## src/rtl/box_blur_3x3_edge_replicate_top_macros.svh

```systemverilog
// assertion macros for the box blur block
// clocked on clock, disabled during reset; used by bblur_back
`ifndef BOX_BLUR_3X3_EDGE_REPLICATE_TOP_MACROS_SVH
`define BOX_BLUR_3X3_EDGE_REPLICATE_TOP_MACROS_SVH

// same-cycle implication
`define BB_ASSERT_IMP(lbl, ante, cons, msg) \
   lbl: assert property (@(posedge clock) disable iff (reset) (ante) |-> (cons)) \
      else $error(msg);

// next-cycle implication
`define BB_ASSERT_NXT(lbl, ante, cons, msg) \
   lbl: assert property (@(posedge clock) disable iff (reset) (ante) |=> (cons)) \
      else $error(msg);

`endif

```

## src/rtl/bblur_pkg.sv

```systemverilog
// shared types, constants and helpers of the box blur block
// no dependencies
package bblur_pkg;

   localparam int MAX_WIDTH = 1024;
   localparam int ADDR_W    = (MAX_WIDTH > 1) ? $clog2(MAX_WIDTH) : 1;
   localparam int WIDTH_W   = 11;
   localparam int HEIGHT_W  = 16;
   localparam int EW        = (ADDR_W + 1 > WIDTH_W) ? ADDR_W + 1 : WIDTH_W;
   localparam int CSR_W     = 16;

   localparam int QDEPTH    = 4;
   localparam int QPTR_W    = 2;
   localparam int QCNT_W    = 3;
   localparam int OUT_DEPTH = 4;
   localparam int OPTR_W    = 2;
   localparam int OCNT_W    = 3;

   // register indexes
   localparam logic CSR_FRAME_WIDTH  = 1'b0;
   localparam logic CSR_FRAME_HEIGHT = 1'b1;

   // request kinds
   localparam logic MODE_PIXEL = 1'b0;
   localparam logic MODE_DRAIN = 1'b1;

   // ceil(65536 / 9), exact floor for sums up to 2295
   localparam logic [12:0] DIV9_RECIP = 13'd7282;

   typedef struct packed {
      logic [7:0] red;
      logic [7:0] green;
      logic [7:0] blue;
   } pixel_type;

   typedef struct packed {
      pixel_type top;
      pixel_type mid;
      pixel_type bot;
   } column_type;

   // one line store entry: previous row and the row before it
   typedef struct packed {
      pixel_type above;
      pixel_type two;
   } entry_type;

   typedef struct packed {
      logic       is_drain;
      logic       shift;
      logic       emit_a;
      logic       emit_b;
      logic       sel_a_left;
      logic       sel_b_left;
      logic       run_a;
      logic       frame_a;
      column_type col;
   } job_type;

   typedef struct packed {
      logic [QCNT_W-1:0] count;
      logic              empty;
   } qstat_type;

   typedef struct packed {
      logic [9:0] red;
      logic [9:0] green;
      logic [9:0] blue;
   } colsum_type;

   typedef struct packed {
      logic [7:0] red;
      logic [7:0] green;
      logic [7:0] blue;
      logic       run_end;
      logic       frame_end;
   } result_type;

   function automatic colsum_type col_sum(column_type c);
      colsum_type s;
      s.red   = 10'(c.top.red)   + 10'(c.mid.red)   + 10'(c.bot.red);
      s.green = 10'(c.top.green) + 10'(c.mid.green) + 10'(c.bot.green);
      s.blue  = 10'(c.top.blue)  + 10'(c.mid.blue)  + 10'(c.bot.blue);
      return s;
   endfunction

   function automatic logic [7:0] div9(logic [11:0] s);
      logic [24:0] p;
      p = 25'(s) * 25'(DIV9_RECIP);
      return p[23:16];
   endfunction

endpackage

```

## src/rtl/bblur_queue.sv

```systemverilog
// short job queue between front and back end
// depends on bblur_pkg
module bblur_queue import bblur_pkg::*; (
   input  logic      clock,
   input  logic      reset,
   input  logic      push,
   input  job_type   push_job,
   input  logic      pop,
   output job_type   head_job,
   output qstat_type qstat
);

   job_type             slot_ff [QDEPTH];
   logic [QPTR_W-1:0]   wr_ff, rd_ff;
   logic [QCNT_W-1:0]   count_ff;

   assign head_job    = slot_ff[rd_ff];
   assign qstat.count = count_ff;
   assign qstat.empty = (count_ff == '0);

   // pointers and fill count
   always_ff @(posedge clock) begin
      if (reset) begin
         wr_ff    <= '0;
         rd_ff    <= '0;
         count_ff <= '0;
      end else begin
         if (push) wr_ff <= wr_ff + QPTR_W'(1);
         if (pop)  rd_ff <= rd_ff + QPTR_W'(1);
         count_ff <= count_ff + QCNT_W'(push) - QCNT_W'(pop);
      end
   end

   // storage
   always_ff @(posedge clock) begin
      if (push) slot_ff[wr_ff] <= push_job;
   end

endmodule

```

## config.mk

```make
export PLATFORM = sky130hd
export DESIGN_NAME = bblur_queue
export DESIGN_NICKNAME = d
export VERILOG_FILES = /design/src/rtl/box_blur_3x3_edge_replicate_top_macros.svh /design/src/rtl/bblur_pkg.sv /design/src/rtl/bblur_queue.sv
export SDC_FILE = /design/constraint.sdc
export NUM_CORES = 1
export LEC_CHECK = 0
export BUFFER_PORTS_ARGS = -buffer_cell sky130_fd_sc_hd__buf_2
export CAP_MARGIN = 15
export CORE_ASPECT_RATIO = 0.8
export CORE_MARGIN = 10
export CORE_UTILIZATION = 30
export CTS_BUF_LIST = sky130_fd_sc_hd__clkbuf_8
export DETAILED_ROUTE_END_ITERATION = 7
export PLACE_DENSITY = 0.48
export SYNTH_ARGS = -nofsm -noshare
export SYNTH_HDL_FRONTEND = slang
export SYNTH_SLANG_ARGS = --single-unit
```

## constraint.sdc

```tcl
create_clock -name clock -period 4.8 [get_ports clock]
set_input_delay 0.24 -clock clock [delete_from_list [all_inputs] [get_ports clock]]
set_output_delay 0.24 -clock clock [all_outputs]
set_load 0.03 [all_outputs]
```

## Word-level counts from Yosys, hierarchy flattened

Memory sizes are Yosys's and may differ from the RTL's. A register that Yosys moved wholly into a read port is not among the register bits.
Cells that the tools add are included.

| operators by class | value |
|---|---|
| add/subtract/negate cells | 4 |
| multiplexer cells | 4 |
| reduce and logical (&&, ||, !) cells | 1 |

Operators by type and width:

| operator | number |
|---|---|
| adder 2 x 1 -> 2 bit (second input constant) | 2 |
| two-way mux 2 bit | 2 |
| adder 3 x 1 -> 3 bit | 1 |
| zero test 3 bit | 1 |
| subtractor 3 x 1 -> 3 bit | 1 |
| two-way mux 1 bit | 2 |

| storage, ports and cells | value |
|---|---|
| bits in registers | 7 |
| memory bits (writable) | 320 |
| input bits | 84 |
| output and inout bits | 84 |
| logic and storage cells | 13 |
| memories | 1 |

Memory list:

| name | words | width | rd ports | clocked after Yosys merged registers in | wr ports | RTL line | RTL |
|---|---|---|---|---|---|---|---|
| slot_ff | 4 | 80 | 1 | 1 | 1 | bblur_queue.sv:13 | `job_type slot_ff [QDEPTH];` |

## Logic depth before layout (Yosys ltp)

Gate-level depths: netlist of run 1.

| depth | value |
|---|---|
| depth in word-level cells | 3 |
| gate-level depth with buffers | 7 |
| mapped depth without buffers | 7 |

## Worst setup path before layout of run 1

Ideal clock, no wire load.

| timing path | value |
|---|---|
| kind | register to register |
| start | reg wr_ff[0] |
| end | mem slot_ff[0][0] in the netlist's numbering, enable pin |
| setup time | 447 ps |
| data arrival time | 2406 ps |
| data required time | 4353 ps |
| slack | 1947 ps |
| stages on the path, launching flop included | 4 |
| buffers on the path | 0 |
| clock period less this slack | 2853 ps |
| cell sequence | dfxtp_1 -> inv_1 -> ha_1 -> and2_1 |

RTL lines:

| what | RTL line | RTL |
|---|---|---|
| start: declaration | bblur_queue.sv:14 | `logic [QPTR_W-1:0] wr_ff, rd_ff;` |
| start signal: assignment | bblur_queue.sv:28 | `if (push) wr_ff <= wr_ff + QPTR_W'(1);` |
| end: declaration | bblur_queue.sv:13 |  |

Straight into the memory's write port.

==> results of run 1 <==
[layout by cell type (no fill, tap or decap), types with 6 or more instances in the layout]
cell	n
mux4_2	80
dfxtp_1	7
clkinv_2	8
clkbuf_8	55
ha_1	6
inv_1	27
clkinv_1	10
dlygate4sd3_1	84
buf_2	167
edfxtp_1	320
[cells by family after synthesis]
kind of cell             after synthesis
flip-flops                           329
multiplexers                          81
AO/OA/AOI/OAI                          2
adder cells (fa/ha/maj)                7
buffers and inverters                 24
AND/OR/NAND/NOR                       13
XOR/XNOR                               3
[registers in the layout, indices dropped and copies added, names as in the netlist, named ones only]
register	count
count_ff	3
wr_ff	2
slot_ff	320
rd_ff	2
[routing by layer]
metal / up-vias / track usage / part of all wire
li1: 2572 / - / -
met1: 3100 / 0.124 / 0.41
met2: 169 / 0.182 / 0.51
met3: 46 / 0.0348 / 0.066
met4: 2 / 0.0317 / 0.017
met5: - / 0 / 0.00050
[power breakdown]
part | switching [mW] | total (mW) | internal (mW)
Clock | 1.08 | 2.26 | 1.18
Combinational | 0.486 | 0.810 | 0.324
Sequential | 0.0689 | 3.37 | 3.30
Total | 1.64 | 6.44 | 4.80
[worst max-delay path, cell delays in order, from the launching register on]
cell,delay (ps)
dfxtp_4,970
buf_12,380
mux4_2,590
buf_2,200
[layout make-up]
cell class	count	area share
Clock buffer	55	0.0496
Tap cell	536	0.0439
Inverter	6	0.00148
Antenna cell	1	0.000164
Multi-Input combinational cell	106	0.134
Clock inverter	44	0.0158
Sequential cell	329	0.642
Timing Repair Buffer	257	0.114
[path summary, 6_finish.rpt]
check | end | from | slack [ps] | cells after the start
hold reg to reg | flop | rd_ff[1] | 530 | 2
hold / removal | slot_ff[0][25] | push_job[25] | 390 | 2
setup reg to reg | slot_ff[3][56] | wr_ff[0] | 2510 | 3
setup / recovery | head_job[19] | flop | 1730 | 3
[per-stage QoR]
step                cell area, sq um  setup WS (ps)   util  hold WS [ps]
floorplan                      12100           1950      -           312
global placement               13400           2230  0.339           448
detailed placement             13400           2230  0.339           459
CTS                            15300           1570  0.385           327
global route                   15300           1470  0.385           352
finish                         15300           1730  0.385           392
==> flow_summary.json, run 1 <==
{
  "fin_setup_tns_ps": 0,
  "synth_flop_cell": "edfxtp_1",
  "synthToLayoutAreaGrowth_pct": 26.6,
  "viasPerCell": 4.41,
  "synth_cell_types": 20,
  "irDropWorstVdd_v": 0.000209,
  "nFillCells": 3631,
  "synth.area.top_cells": "edfxtp_1 (80%), mux4_2 (15%), dfxtp_1 (1.5%), buf_12 (1.3%), ha_1 (0.62%)",
  "ys_ff_latch": 329,
  "numCtsBuffers": 54,
  "grt_max_degree": 49,
  "ioPinCount": 168,
  "ys_top_cells_by_count": "edfxtp_1 (320), mux4_2 (80), dfxtp_1 (9), buf_12 (8), buf_2 (8)",
  "synthMuxAreaShare": 0.150,
  "powerDensity_mw_per_mm2": 422,
  "start_kind": "flop",
  "crit_type": "flop to output pin",
  "clockBufferDepth": 3,
  "die_x_um": 244,
  "grt_pass1_wl_um": 39500,
  "cp.arrival_ps": 2830,
  "rsz0062_at_grt": "false",
  "cp_max_fo": 45,
  "maxSlewViolCount": 0,
  "grt-ovfl-total": 0,
  "port_buffers": 167,
  "fin_nets": 845,
  "drtIter0Drc": 301,
  "tightest_slew_ps": 989,
  "antenna_left": 0,
  "core_sq_mm": 0.0396,
  "synthArstFlopShare": 0,
  "grt_usage": 0.106,
  "dieArea_sq_mm": 0.0487,
  "final_hold_viol_count": 0,
  "dp_cells": 1150,
  "synth_area_sq_mm": 0.0121,
  "fin_worst_skew_ps": 20.3,
  "avgSynthCellArea_sq_um": 26.3,
  "synth_top_family_by_area": "multiplexers",
  "synthXorXnorAreaFrac": 0.00342,
  "yosys.area.top_type": "edfxtp_1",
  "yosys.area_share.adder": 0.00789,
  "grt_pass1_vias": 6686,
  "firstDrtPassIters": 4,
  "fin_crit_ps": 3070,
  "clkTransAtPathRegs_ps": 60,
  "rows": 65,
  "final-seq-area_sq_mm": 0.00980,
  "status": "finished clean",
  "yosysWarnings": 0,
  "dieHeight_um": 199,
  "multi_input_area_sq_mm": 0.00204,
  "synth_compound_area_frac": 0.00125,
  "holdCritPathClass": "input pin to flop",
  "via_count": 5889,
  "fin_cells": 1334,
  "finalSetupViolCount": 0,
  "synth_most_common_cell": "edfxtp_1",
  "hpwl_um": 15200,
  "synth-edff-count": 320,
  "start_util": 0.304,
  "worstPathRequired_ps": 4560,
  "post_cts_buffers": 0,
  "synth_top_area_share": 0.797,
  "drt_wl_total_um": 26000,
  "cap_viol_max_count": 0,
  "layout-drive-gt1-share": 0.412,
  "power_leakage_nw": 5.22,
  "synth-seq-area-share": 0.812,
  "syn_inst": 459,
  "relSlewSlack": 0.340,
  "hold_buffers": 84,
  "antenna_found_initial": 2,
  "drcViolationCount": 0,
  "clock_latency_ps": 590,
  "min_period_over_period": 0.639,
  "cts_tree": "done",
  "h-tree-depth": 2,
  "syn-num-nets": 550,
  "fmax_mhz": 326,
  "cp-end-kind": "output pin",
  "cts-root-buf": "clkbuf_8",
  "clock_sinks": 329,
  "place.gp.congestion": 0.679,
  "ctsResizeCount": 0,
  "yosys.area_share.simple": 0.00571,
  "finalPower_mw": 6.44,
  "wl_per_cell_um": 19.5
}
Power figures use the tool's default switching activity.
==> run 2: changes to the inputs <==
--- a/config.mk
+++ b/config.mk
@@ -12,7 +12,7 @@
 export CORE_UTILIZATION = 30
 export CTS_BUF_LIST = sky130_fd_sc_hd__clkbuf_8
 export DETAILED_ROUTE_END_ITERATION = 7
-export PLACE_DENSITY = 0.48
+export PLACE_DENSITY = 0.5
 export SYNTH_ARGS = -nofsm -noshare
 export SYNTH_HDL_FRONTEND = slang
 export SYNTH_SLANG_ARGS = --single-unit
==> constraint.sdc (replaced) <==
create_clock -name clock -period 2.7 [get_ports clock]
set_input_delay 0.135 -clock clock [delete_from_list [all_inputs] [get_ports clock]]
set_output_delay 0.135 -clock clock [all_outputs]
set_load 0.03 [all_outputs]
==> run 2 against run 1 <==
Compared with the run above: final area is 0.74% higher; clock power is 75% higher; first-iteration DRC count is 6.3% lower; utilization is 0.28 points higher; wire length is 2.8% higher; clock-buffer cell count is 1 higher; combinational power is 89% higher; via count is 0.10% lower; sequential power is 77% higher; critical path depth stayed put; non-clock buffer count is 8 higher; cell count is 0.37% higher; critical endpoint is now head_job[70].
==> flow_summary.json, run 2 (synthesized netlist as in run 1, its figures left out) <==
{
  "final_common_cell": "edfxtp_1",
  "powerDensity_mw_per_mm2": 743,
  "fin_setup_tns_ps": 0,
  "largest_reg_flops": 320,
  "power_leakage_nw": 5.27,
  "top_regs": "slot_ff x320, count_ff x3",
  "worstHoldPathCells": 2,
  "fin_crit_ps": 2380,
  "holdCritPathClass": "input pin to flop",
  "clock_sinks": 329,
  "drt_wl_total_um": 26700,
  "synthToLayoutAreaGrowth_pct": 27.5,
  "dieHeight_um": 199,
  "post_dp_cell_area_sq_mm": 0.0135,
  "cts-root-buf": "clkbuf_8",
  "fin_worst_skew_ps": 41.4,
  "rows": 65,
  "clockBufferDepth": 3,
  "antenna_left": 0,
  "grt_pass1_vias": 6763,
  "irDropWorstVdd_v": 0.000578,
  "cp.arrival_ps": 2240,
  "start_kind": "flop",
  "design_area_sq_mm": 0.0154,
  "final_util": 0.388,
  "grt_max_degree": 52,
  "slowest_delay_ps": 600,
  "start_util": 0.304,
  "via_count": 5883,
  "clkTransAtPathRegs_ps": 60,
  "pre_cts_ws_ps": 873,
  "ioPinCount": 168,
  "layout_setup_ws_ps": 324,
  "numCtsBuffers": 53,
  "min_period_over_period": 0.880,
  "firstDrtPassIters": 4,
  "status": "finished clean",
  "crit_type": "flop to output pin",
  "dieArea_sq_mm": 0.0487,
  "grt-ovfl-total": 0,
  "hold_buffers": 84,
  "post_cts_buffers": 0,
  "crit_cells": 3,
  "antenna_found_initial": 0,
  "cpLargestDelayFamily": "buffers and inverters",
  "reg2regPathDepth": 4,
  "cts_tree": "done",
  "cp_slowest_cell": "mux4_2",
  "place.gp.congestion": 0.686,
  "grt_pass1_wl_um": 40900,
  "worstPathRequired_ps": 2570,
  "maxSlewViolCount": 0,
  "tightest_slew_ps": 601,
  "fin_nets": 852,
  "die_x_um": 244,
  "final_hold_viol_count": 0,
  "core_sq_mm": 0.0396,
  "antennaDiodeCount": 0,
  "cp-end-kind": "output pin",
  "nFillCells": 3621,
  "wl_per_cell_um": 20.0,
  "clock_latency_ps": 610,
  "drtIter0Drc": 282,
  "crit_buf_inv": 2,
  "cap_viol_max_count": 0,
  "cp_max_fo": 29,
  "top_register": "slot_ff",
  "drcViolationCount": 0,
  "hpwl_um": 16200,
  "path_cells": "buf_4, mux4_2, buf_2",
  "final_cell_mix": "edfxtp_1 (320), buf_2 (167), dlygate4sd3_1 (84)",
  "port_buffers": 167,
  "viasPerCell": 4.39,
  "relSlewSlack": 0.599,
  "ctsResizeCount": 0,
  "finalSetupViolCount": 0,
  "rsz0062_at_grt": "false",
  "h-tree-depth": 2,
  "fmax_mhz": 421,
  "grt_usage": 0.109,
  "layout-drive-gt1-share": 0.421,
  "finalPower_mw": 11.4
}
==> run 2: cell type report <==
class,instances,area [sq um],area share
flip-flops and latches,329,9800,0.637
multi-input cells,106,2040,0.133
repair buffers,265,1860,0.121
clock buffers,56,771,0.0501
well taps,536,671,0.0436
clock inverters,41,220,0.0143
inverters,6,22.5,0.00146
==> run 2: report_power, final <==
| group | switching [mW] | internal [mW] |
|---|---|---|
| Clock | 1.92 | 2.03 |
| Sequential | 0.0762 | 5.87 |
| Combinational | 0.935 | 0.597 |
==> run 2: path summary, 6_finish.rpt <==
check / endpoint / slack, ps / from
max: head_job[70] / 320 / flop
min: slot_ff[0][37] / 280 / push_job[37]
max reg2reg: slot_ff[0][9] / 900 / wr_ff[0]
min reg2reg: flop / 540 / rd_ff[1]
==> run 2: routing by layer <==
metal,vias up,GRT usage,share of wire
li1,2581,-,-
met1,3088,0.140,0.44
met2,164,0.175,0.47
met3,50,0.0338,0.069
met4,0,0.0349,0.019
met5,-,0,0
==> run 2: stage by stage <==
stage	std cells	hold slack, ps
6_report	1339	283
5_1_grt	1339	237
4_1_cts	1339	220
3_5_place_dp	1158	353
3_3_place_gp	1158	343
2_1_floorplan	459	207
