==> config.mk <==
export PLATFORM = sky130hd
export DESIGN_NAME = bblur_back
export DESIGN_NICKNAME = d
export VERILOG_FILES = /design/src/rtl/bblur_pkg.sv /design/src/rtl/bblur_back.sv
export VERILOG_INCLUDE_DIRS = /design/src /design/src/rtl
export SDC_FILE = /design/constraint.sdc
export NUM_CORES = 2
export LEC_CHECK = 0
export ABC_AREA = 0
export BUFFER_PORTS_ARGS = -buffer_cell sky130_fd_sc_hd__buf_2
export CAP_MARGIN = 20
export CORE_MARGIN = 3
export CORE_UTILIZATION = 47
export CTS_CLUSTER_DIAMETER = 100
export DETAILED_ROUTE_END_ITERATION = 8
export HOLD_SLACK_MARGIN = 0.05
export PLACE_DENSITY_LB_ADDON = 0.15
export SYNTH_ARGS = -nofsm -noshare
export SYNTH_HDL_FRONTEND = slang
export SYNTH_SLANG_ARGS = --single-unit
export TNS_END_PERCENT = 5
==> constraint.sdc <==
create_clock -name clock -period 9.8 [get_ports clock]
set_clock_uncertainty 0.2 [all_clocks]
set_input_delay 0.49 -clock clock [delete_from_list [all_inputs] [get_ports clock]]
set_output_delay 0.49 -clock clock [all_outputs]
set_load 0.05 [all_outputs]
==> src/rtl/box_blur_3x3_edge_replicate_top_macros.svh <==
// assertion macros for the box blur block
// clocked on clock, disabled during reset; used by bblur_back
`ifndef BOX_BLUR_3X3_EDGE_REPLICATE_TOP_MACROS_SVH
`define BOX_BLUR_3X3_EDGE_REPLICATE_TOP_MACROS_SVH

// same-cycle implication
`define BB_ASSERT_IMP(lbl, ante, cons, msg) \
   lbl: assert property (@(posedge clock) disable iff (reset) (ante) |-> (cons)) \
      else $error(msg);

// next-cycle implication
`define BB_ASSERT_NXT(lbl, ante, cons, msg) \
   lbl: assert property (@(posedge clock) disable iff (reset) (ante) |=> (cons)) \
      else $error(msg);

`endif

==> src/rtl/bblur_pkg.sv <==
// shared types, constants and helpers of the box blur block
// no dependencies
package bblur_pkg;

   localparam int MAX_WIDTH = 1024;
   localparam int ADDR_W    = (MAX_WIDTH > 1) ? $clog2(MAX_WIDTH) : 1;
   localparam int WIDTH_W   = 11;
   localparam int HEIGHT_W  = 16;
   localparam int EW        = (ADDR_W + 1 > WIDTH_W) ? ADDR_W + 1 : WIDTH_W;
   localparam int CSR_W     = 16;

   localparam int QDEPTH    = 4;
   localparam int QPTR_W    = 2;
   localparam int QCNT_W    = 3;
   localparam int OUT_DEPTH = 4;
   localparam int OPTR_W    = 2;
   localparam int OCNT_W    = 3;

   // register indexes
   localparam logic CSR_FRAME_WIDTH  = 1'b0;
   localparam logic CSR_FRAME_HEIGHT = 1'b1;

   // request kinds
   localparam logic MODE_PIXEL = 1'b0;
   localparam logic MODE_DRAIN = 1'b1;

   // ceil(65536 / 9), exact floor for sums up to 2295
   localparam logic [12:0] DIV9_RECIP = 13'd7282;

   typedef struct packed {
      logic [7:0] red;
      logic [7:0] green;
      logic [7:0] blue;
   } pixel_type;

   typedef struct packed {
      pixel_type top;
      pixel_type mid;
      pixel_type bot;
   } column_type;

   // one line store entry: previous row and the row before it
   typedef struct packed {
      pixel_type above;
      pixel_type two;
   } entry_type;

   typedef struct packed {
      logic       is_drain;
      logic       shift;
      logic       emit_a;
      logic       emit_b;
      logic       sel_a_left;
      logic       sel_b_left;
      logic       run_a;
      logic       frame_a;
      column_type col;
   } job_type;

   typedef struct packed {
      logic [QCNT_W-1:0] count;
      logic              empty;
   } qstat_type;

   typedef struct packed {
      logic [9:0] red;
      logic [9:0] green;
      logic [9:0] blue;
   } colsum_type;

   typedef struct packed {
      logic [7:0] red;
      logic [7:0] green;
      logic [7:0] blue;
      logic       run_end;
      logic       frame_end;
   } result_type;

   function automatic colsum_type col_sum(column_type c);
      colsum_type s;
      s.red   = 10'(c.top.red)   + 10'(c.mid.red)   + 10'(c.bot.red);
      s.green = 10'(c.top.green) + 10'(c.mid.green) + 10'(c.bot.green);
      s.blue  = 10'(c.top.blue)  + 10'(c.mid.blue)  + 10'(c.bot.blue);
      return s;
   endfunction

   function automatic logic [7:0] div9(logic [11:0] s);
      logic [24:0] p;
      p = 25'(s) * 25'(DIV9_RECIP);
      return p[23:16];
   endfunction

endpackage

==> src/rtl/bblur_back.sv <==
// back end: sliding windows, column sums, divide by nine, result queue
// depends on bblur_pkg and box_blur_3x3_edge_replicate_top_macros.svh
`include "box_blur_3x3_edge_replicate_top_macros.svh"
module bblur_back import bblur_pkg::*; (
   input  logic       clock,
   input  logic       reset,
   input  job_type    head_job,
   input  qstat_type  qstat,
   output logic       q_pop,
   input  logic       rsp_pop,
   output logic       rsp_empty,
   output logic [7:0] rsp_out_red,
   output logic [7:0] rsp_out_green,
   output logic [7:0] rsp_out_blue,
   output logic       rsp_run_end,
   output logic       rsp_frame_end
);

   column_type pw_ff [3];
   column_type dw_ff [3];
   column_type pw_in [3];
   column_type dw_in [3];
   logic       phase_ff, phase_in, selb_ff, selb_in;

   logic       s1_valid_ff, s1_valid_in;
   colsum_type s1_l_ff, s1_m_ff, s1_r_ff;
   logic       s1_run_ff, s1_frame_ff, s1_run_in, s1_frame_in;
   column_type lc, mc, rc;

   result_type          ofifo_ff [OUT_DEPTH];
   logic [OPTR_W-1:0]   owr_ff, ord_ff;
   logic [OCNT_W-1:0]   ocnt_ff;
   logic                room, out_pop;
   result_type          res;
   logic [11:0]         tot_r, tot_g, tot_b;

   assign room = ({1'b0, ocnt_ff} + (OCNT_W+1)'(s1_valid_ff)) < (OCNT_W+1)'(OUT_DEPTH);

   // job execution: window shift and source selection
   always_comb begin
      pw_in       = pw_ff;
      dw_in       = dw_ff;
      phase_in    = phase_ff;
      selb_in     = selb_ff;
      q_pop       = 1'b0;
      s1_valid_in = 1'b0;
      s1_run_in   = 1'b1;
      s1_frame_in = 1'b0;
      lc          = pw_ff[2];
      mc          = pw_ff[2];
      rc          = pw_ff[2];
      if (room) begin
         if (phase_ff) begin
            // second result at row end
            phase_in    = 1'b0;
            s1_valid_in = 1'b1;
            lc          = selb_ff ? pw_ff[1] : pw_ff[2];
         end else if (!qstat.empty) begin
            q_pop = 1'b1;
            if (head_job.is_drain) begin
               dw_in[0] = dw_ff[1];
               dw_in[1] = dw_ff[2];
               dw_in[2] = head_job.col;
               lc       = dw_in[0];
               mc       = dw_in[1];
               rc       = dw_in[2];
               s1_valid_in = head_job.emit_a;
               s1_frame_in = head_job.frame_a;
            end else begin
               if (head_job.shift) begin
                  pw_in[0] = pw_ff[1];
                  pw_in[1] = pw_ff[2];
                  pw_in[2] = head_job.col;
               end
               if (head_job.emit_a) begin
                  s1_valid_in = 1'b1;
                  s1_run_in   = head_job.run_a;
                  lc          = head_job.sel_a_left ? pw_in[0] : pw_in[1];
                  mc          = pw_in[1];
                  rc          = pw_in[2];
                  phase_in    = head_job.emit_b;
                  selb_in     = head_job.sel_b_left;
               end else if (head_job.emit_b) begin
                  s1_valid_in = 1'b1;
                  lc          = head_job.sel_b_left ? pw_in[1] : pw_in[2];
                  mc          = pw_in[2];
                  rc          = pw_in[2];
               end
            end
         end
      end
   end

   always_ff @(posedge clock) begin
      if (reset) begin
         phase_ff    <= 1'b0;
         s1_valid_ff <= 1'b0;
         pw_ff       <= '{default: '0};
         dw_ff       <= '{default: '0};
      end else begin
         phase_ff    <= phase_in;
         s1_valid_ff <= s1_valid_in;
         pw_ff       <= pw_in;
         dw_ff       <= dw_in;
      end
   end

   // column sums register
   always_ff @(posedge clock) begin
      selb_ff     <= selb_in;
      s1_l_ff     <= col_sum(lc);
      s1_m_ff     <= col_sum(mc);
      s1_r_ff     <= col_sum(rc);
      s1_run_ff   <= s1_run_in;
      s1_frame_ff <= s1_frame_in;
   end

   // nine-value totals and divide by nine
   always_comb begin
      tot_r         = 12'(s1_l_ff.red)   + 12'(s1_m_ff.red)   + 12'(s1_r_ff.red);
      tot_g         = 12'(s1_l_ff.green) + 12'(s1_m_ff.green) + 12'(s1_r_ff.green);
      tot_b         = 12'(s1_l_ff.blue)  + 12'(s1_m_ff.blue)  + 12'(s1_r_ff.blue);
      res.red       = div9(tot_r);
      res.green     = div9(tot_g);
      res.blue      = div9(tot_b);
      res.run_end   = s1_run_ff;
      res.frame_end = s1_frame_ff;
   end

   // result queue
   assign out_pop   = rsp_pop && (ocnt_ff != '0);
   assign rsp_empty = (ocnt_ff == '0);
   assign rsp_out_red   = ofifo_ff[ord_ff].red;
   assign rsp_out_green = ofifo_ff[ord_ff].green;
   assign rsp_out_blue  = ofifo_ff[ord_ff].blue;
   assign rsp_run_end   = ofifo_ff[ord_ff].run_end;
   assign rsp_frame_end = ofifo_ff[ord_ff].frame_end;

   always_ff @(posedge clock) begin
      if (reset) begin
         owr_ff  <= '0;
         ord_ff  <= '0;
         ocnt_ff <= '0;
      end else begin
         if (s1_valid_ff) owr_ff <= owr_ff + OPTR_W'(1);
         if (out_pop)     ord_ff <= ord_ff + OPTR_W'(1);
         ocnt_ff <= ocnt_ff + OCNT_W'(s1_valid_ff) - OCNT_W'(out_pop);
      end
   end

   always_ff @(posedge clock) begin
      if (s1_valid_ff) ofifo_ff[owr_ff] <= res;
   end

   `BB_ASSERT_IMP(a_out_no_overflow, s1_valid_ff, ocnt_ff < OCNT_W'(OUT_DEPTH) || out_pop, "result queue overflow")
   `BB_ASSERT_IMP(a_no_pop_in_phase, phase_ff, !q_pop, "job taken while second result pending")
   `BB_ASSERT_IMP(a_pop_nonempty, q_pop, !qstat.empty, "job queue popped while empty")
   `BB_ASSERT_NXT(a_phase_after_pop, q_pop && head_job.emit_a && head_job.emit_b && !head_job.is_drain, phase_ff, "row end result lost")

endmodule

; Yosys cells after proc, flatten, opt, wreduce, memory -nomap -nowiden
; Memories as Yosys holds them, arrays and structs flattened. A register that Yosys moved wholly into a read port is not among the register bits.
; Index checks and enable logic that the tools add are counted.
[totals]
register_bits = 462
mem_bits_rw = 104
output_inout_bits = 28
elab_cells = 147
n_memories = 1
[memory_table]
columns = name, words, word_bits, rd, rd_clocked_by_memory_dff, wr, line_no
row1 = ofifo_ff, 4, 26, 1, 1, 1, bblur_back.sv:30  ; result_type ofifo_ff [OUT_DEPTH];
[classes]
add_sub_neg = 29
mul = 3
n_lt_le_gt_ge = 1
n_mux = 37
n_bitwise = 5
n_reduce_logical = 9
[op_table]
columns = operator, count
row1 = $mux 72, 20
row2 = $mux 216, 1
row3 = $add 9x8->10, 9
row4 = $add 8x8->9, 9
row5 = $mul 12x12->23 const B, 3
row6 = $add 11x10->12, 3
row7 = $add 10x10->11, 3
row8 = $mux 1, 14
row9 = $reduce_and 4->1, 2
row10 = $not 1->1, 5
row11 = $reduce_and 5->1, 1
row12 = $reduce_or 5->1, 1
row13 = $add 2x1->2 const B, 2
row14 = $add 3x1->4, 1
row15 = $lt 4x3->1 const B, 1
row16 = $mux 2, 2
row17 = $reduce_or 4->1, 1
row18 = $add 3x1->3, 1
row19 = $logic_not 3->1, 1
row20 = $reduce_bool 3->1, 1
row21 = $sub 3x1->3, 1
row22 = $reduce_or 2->1, 1
row23 = $logic_and 1x1->1, 1

; Longest topological paths before layout
[depth]
word_depth = 10
depth_mapped = 28

; Worst setup path after synthesis
; OpenSTA, ideal clock, no wires.
[synth_path]
kind = register to register
start = reg s1_l_ff[11] in the netlist's numbering
end = mem ofifo_ff[0][15] in the netlist's numbering, data pin
setup_time_ns = 0.272
arrival_ns = 6.546
required_time_ns = 9.328
path_slack_ns = 2.782
path_stages_with_launch = 29
path_cell_list = dfxtp_1 inv_1 fa_1 inv_1 ha_1 fa_1 a21o_1 a211oi_1 nor2_1 o41ai_1 xnor2_1 inv_1 fa_1 inv_1 ha_1 inv_1 fa_1 inv_1 fa_1 inv_1 fa_1 inv_1 ha_1 nand3_1 a31oi_1 nand4_1 a21oi_1 nor2_1 o311ai_0
[synth_lines]
columns = element, line_no
row1 = start: declaration, bblur_back.sv:26  ; colsum_type s1_l_ff, s1_m_ff, s1_r_ff;
row2 = start signal: assignment, bblur_back.sv:111  ; s1_l_ff <= col_sum(lc);
row3 = end: declaration, bblur_back.sv:30

==> results.md <==
* Outcome: complete, no violations
* Hpwl dp at 78.0 mm
* Post-Syn Area at 40,900 µm²
* CTS tree: yes
* Initial antenna violation count at 11
* Starting Density at 47.7%
* Post-synth EDFFs at 105
* XOR/XNOR Fraction of Synth Area at 2.91%
* Max Fclk at 129 MHz
* Largest family of logic cells by synthesized area: compound AO/OA/AOI/OAI gates
* Gr usage total at 27.1%
* Reg2Reg Depth at 28
* Port Buffers at 111
* FF+latch area at 12,400 µm²
* Critical path's most frequent cell: inv_1
* Synth Register Bits at 568
* Slowest stage cell on the critical path: o311ai_0
* Placer Congestion at 0.847
* Grt met3 use at 4.28%
* Postcts setup bufs at 0
* TritonCTS Sinks at 568
* Mapped Cells at 4,990
* Netlist cell types at 65
* Commonest cells after routing, fill and taps aside: nand2_1 (843), a21oi_1 (683), dfxtp_1 (461)
* Clk Latency, worst-skew pair at 0.62 ns
* Nets at 5,459
* Syn_area_per_cell at 8.20 µm²
* Vias after detailed routing at 35,700
* Routed wire length at 125 mm
* Area delta synth->final at 9.75%
* Worst path bufs/invs at 8
* IO Pins at 115
* Die area at 90,600 µm²
* Post-route setup TNS at 0 ns
* Mux contribution to synthesized area at 6.03%
* RR Startpoint: s1_l_ff[11]
* Met2 Usage GRT at 41.6%
* Simple-gate share of the synthesized area at 13.2%
* First-iteration detailed-routing DRC count at 3,501
* DRC at 0
* CP Launch Type: flop
* Num CTS Buffers at 68
* Met1 usage at 39.5%
* Largest delay contributor family on the critical path: adder cells
* CP Capture Type: flop
* Final Cycle Share at 79.2%
* Critical Path Fanout Max at 5
* FFs w/ async S/R, synth at 0%
* Critical path class: reg -> reg
* Number of max-cap violations at 0
* Top_reg_cell synth: dfxtp_1
* Final setup viols at 0
* Post-route ant nets at 0
* Routed wire per std cell at 20.5 µm
* Headroom to the max-slew limit at 24.2%
* Min-delay worst type: in -> reg
* Synth Area in Compound Gates at 22.1%
* CP Data Required Time at 9.89 ns
* Critical path arrival at 7.85 ns
* WP depth at 28
* Vias in the first global route at 33,500
* Max Root-Sink Buffers at 3
* Die H at 301 µm
* Root buf cell: clkbuf_16
* Final Hold Fails at 0
* Syn nets at 5,559
* Top Usage Layer GRT: met2
* Multi-input logic area at 25,600 µm²
* Drt via density at 5.86
* Max-slew violations at 0
* Row cnt at 107
* Post-synthesis sequential area ratio at 30.4%
* CP peak stage delay at 0.61 ns
* Register clock-pin slew on the reported worst setup and hold paths at 0.06 ns
* Post-layout min period at 7.76 ns
* Total grt overflow at 0
* Die width at 301 µm
* Htree depth at 3
* Synth warn at 0
* Most common cell after layout, fill and taps aside: nand2_1
* Largest net degree at the start of global routing at 217
* Drt pass-1 iters at 6
* Share of cells above drive strength 1 at 6.82%
* Worst Hold Depth at 2
* Core footprint at 85,700 µm²
* Worst setup path start: s1_l_ff[11]
* Min-delay src: reset
* Unrepaired setup endpoints after global routing: false
* FILL cells at 8,128
* First-pass GRT wire length at 195 mm
* Adder-cell area share of the yosys netlist at 18.2%
* Worst-Margin Slew at 1.14 ns
-- repair_timing --
item,CTS,global route
hold buffers,75,0
resized for setup,0,0
hold endpoints to repair,147,0
-- sequential cells by signal, summed over array words and instances (netlist names), named ones only --
signal       cells
dw_ff          144
ocnt_ff          3
ofifo_ff       104
ord_ff           2
owr_ff           2
phase_ff         1
pw_ff          216
s1_frame_ff      1
s1_l_ff         30
s1_m_ff         30
s1_r_ff         30
s1_run_ff        1
s1_valid_ff      1
selb_ff          1
-- worst paths after layout --
path / endpoint / slack [ns]
max reg2reg: ofifo_ff[3][15] / 2.04
min reg2reg: pw_ff[206] / 0.25
max: ofifo_ff[3][15] / 2.04
min: dw_ff[90] / 0.21
-- worst reg2reg max path: cells and delay by family, from the launching register on --
family | cells | cell delay [ns]
adders and majority gates | 9 | 3.76
AOI/OAI and AO/OA | 6 | 1.95
buffers and inverters | 8 | 0.47
and+or+nand+nor | 4 | 0.42
xor gates and xnor gates | 1 | 0.36
DFF | 1 | 0.30
-- metal layers --
layer  vias to the layer above  wire [µm]
met3                       215      10200
met1                     17000      57000
met5                         -         41
li1                      17100          -
met2                      1444      54600
met4                         6       3040
-- cells by family after synthesis --
kind of cell | Yosys count
and+or+nand+nor | 1294
muxes | 212
xor gates and xnor gates | 136
adders and majority gates | 482
DFF | 568
AOI/OAI and AO/OA | 1540
buffers and inverters | 758
-- layout make-up --
class | count | area share, %
inverters | 344 | 2.88
well taps | 1144 | 3.19
diodes | 7 | 0.0390
repair buffers | 244 | 4.07
multi-input cells | 3664 | 57.0
clock inverters | 28 | 0.736
flip-flops and latches | 568 | 27.7
clock buffers | 95 | 4.38
-- Yosys cell counts, types with 3 or more instances --
library cell / count / area (µm²)
a211oi_1: 151 / 1130
nor2b_1: 97 / 607
mux4_2: 26 / 586
inv_1: 341 / 1280
buf_1: 25 / 93.8
a2111oi_0: 4 / 35.0
a221oi_1: 5 / 43.8
o22a_1: 8 / 70.1
mux2i_1: 172 / 1720
o211ai_1: 12 / 90.1
a211o_1: 8 / 70.1
xnor2_1: 100 / 876
clkbuf_1: 321 / 1200
nor2_1: 225 / 845
a21o_1: 34 / 255
mux2_2: 14 / 158
o211a_1: 4 / 40.0
fa_1: 187 / 3740
nand2_1: 844 / 3170
o221ai_1: 7 / 61.3
nand2b_1: 20 / 125
o21a_1: 16 / 120
o21ai_0: 287 / 1440
and3_1: 36 / 225
a21boi_0: 19 / 143
nand3_1: 21 / 105
buf_2: 52 / 260
ha_1: 295 / 3690
xor2_1: 36 / 315
buf_4: 14 / 105
nor3_1: 20 / 100
o22ai_1: 215 / 1350
and2_1: 8 / 50.1
edfxtp_1: 105 / 3150
o21bai_1: 5 / 37.5
dfxtp_1: 463 / 9270
a21oi_1: 683 / 3420
a31oi_1: 4 / 25.0
a222oi_1: 28 / 280
a22o_1: 26 / 228
o41ai_1: 11 / 96.3
a22oi_1: 3 / 22.5
nor4_1: 5 / 31.3
nand4_1: 7 / 43.8
-- per-stage QoR --
| stage | util [%] | hold WS [ns] | instance area (µm²) | worst slack [ns] | std cells |
|---|---|---|---|---|---|
| 5_1_grt | 52.4 | 0.212 | 44900 | 1.41 | 6091 |
| 3_5_place_dp | 48.8 | 0.246 | 41800 | 2.04 | 5889 |
| 4_1_cts | 52.4 | 0.183 | 44900 | 2.00 | 6087 |
| 6_report | 52.4 | 0.212 | 44900 | 2.04 | 6094 |
| 3_3_place_gp | 48.8 | 0.242 | 41800 | 2.06 | 5889 |
| 2_1_floorplan | - | 0.233 | 40900 | 2.78 | 4990 |
Power is left out: the tool's default activity adds up to more than one toggle a clock period on the data nets, which glitch-free logic cannot reach.
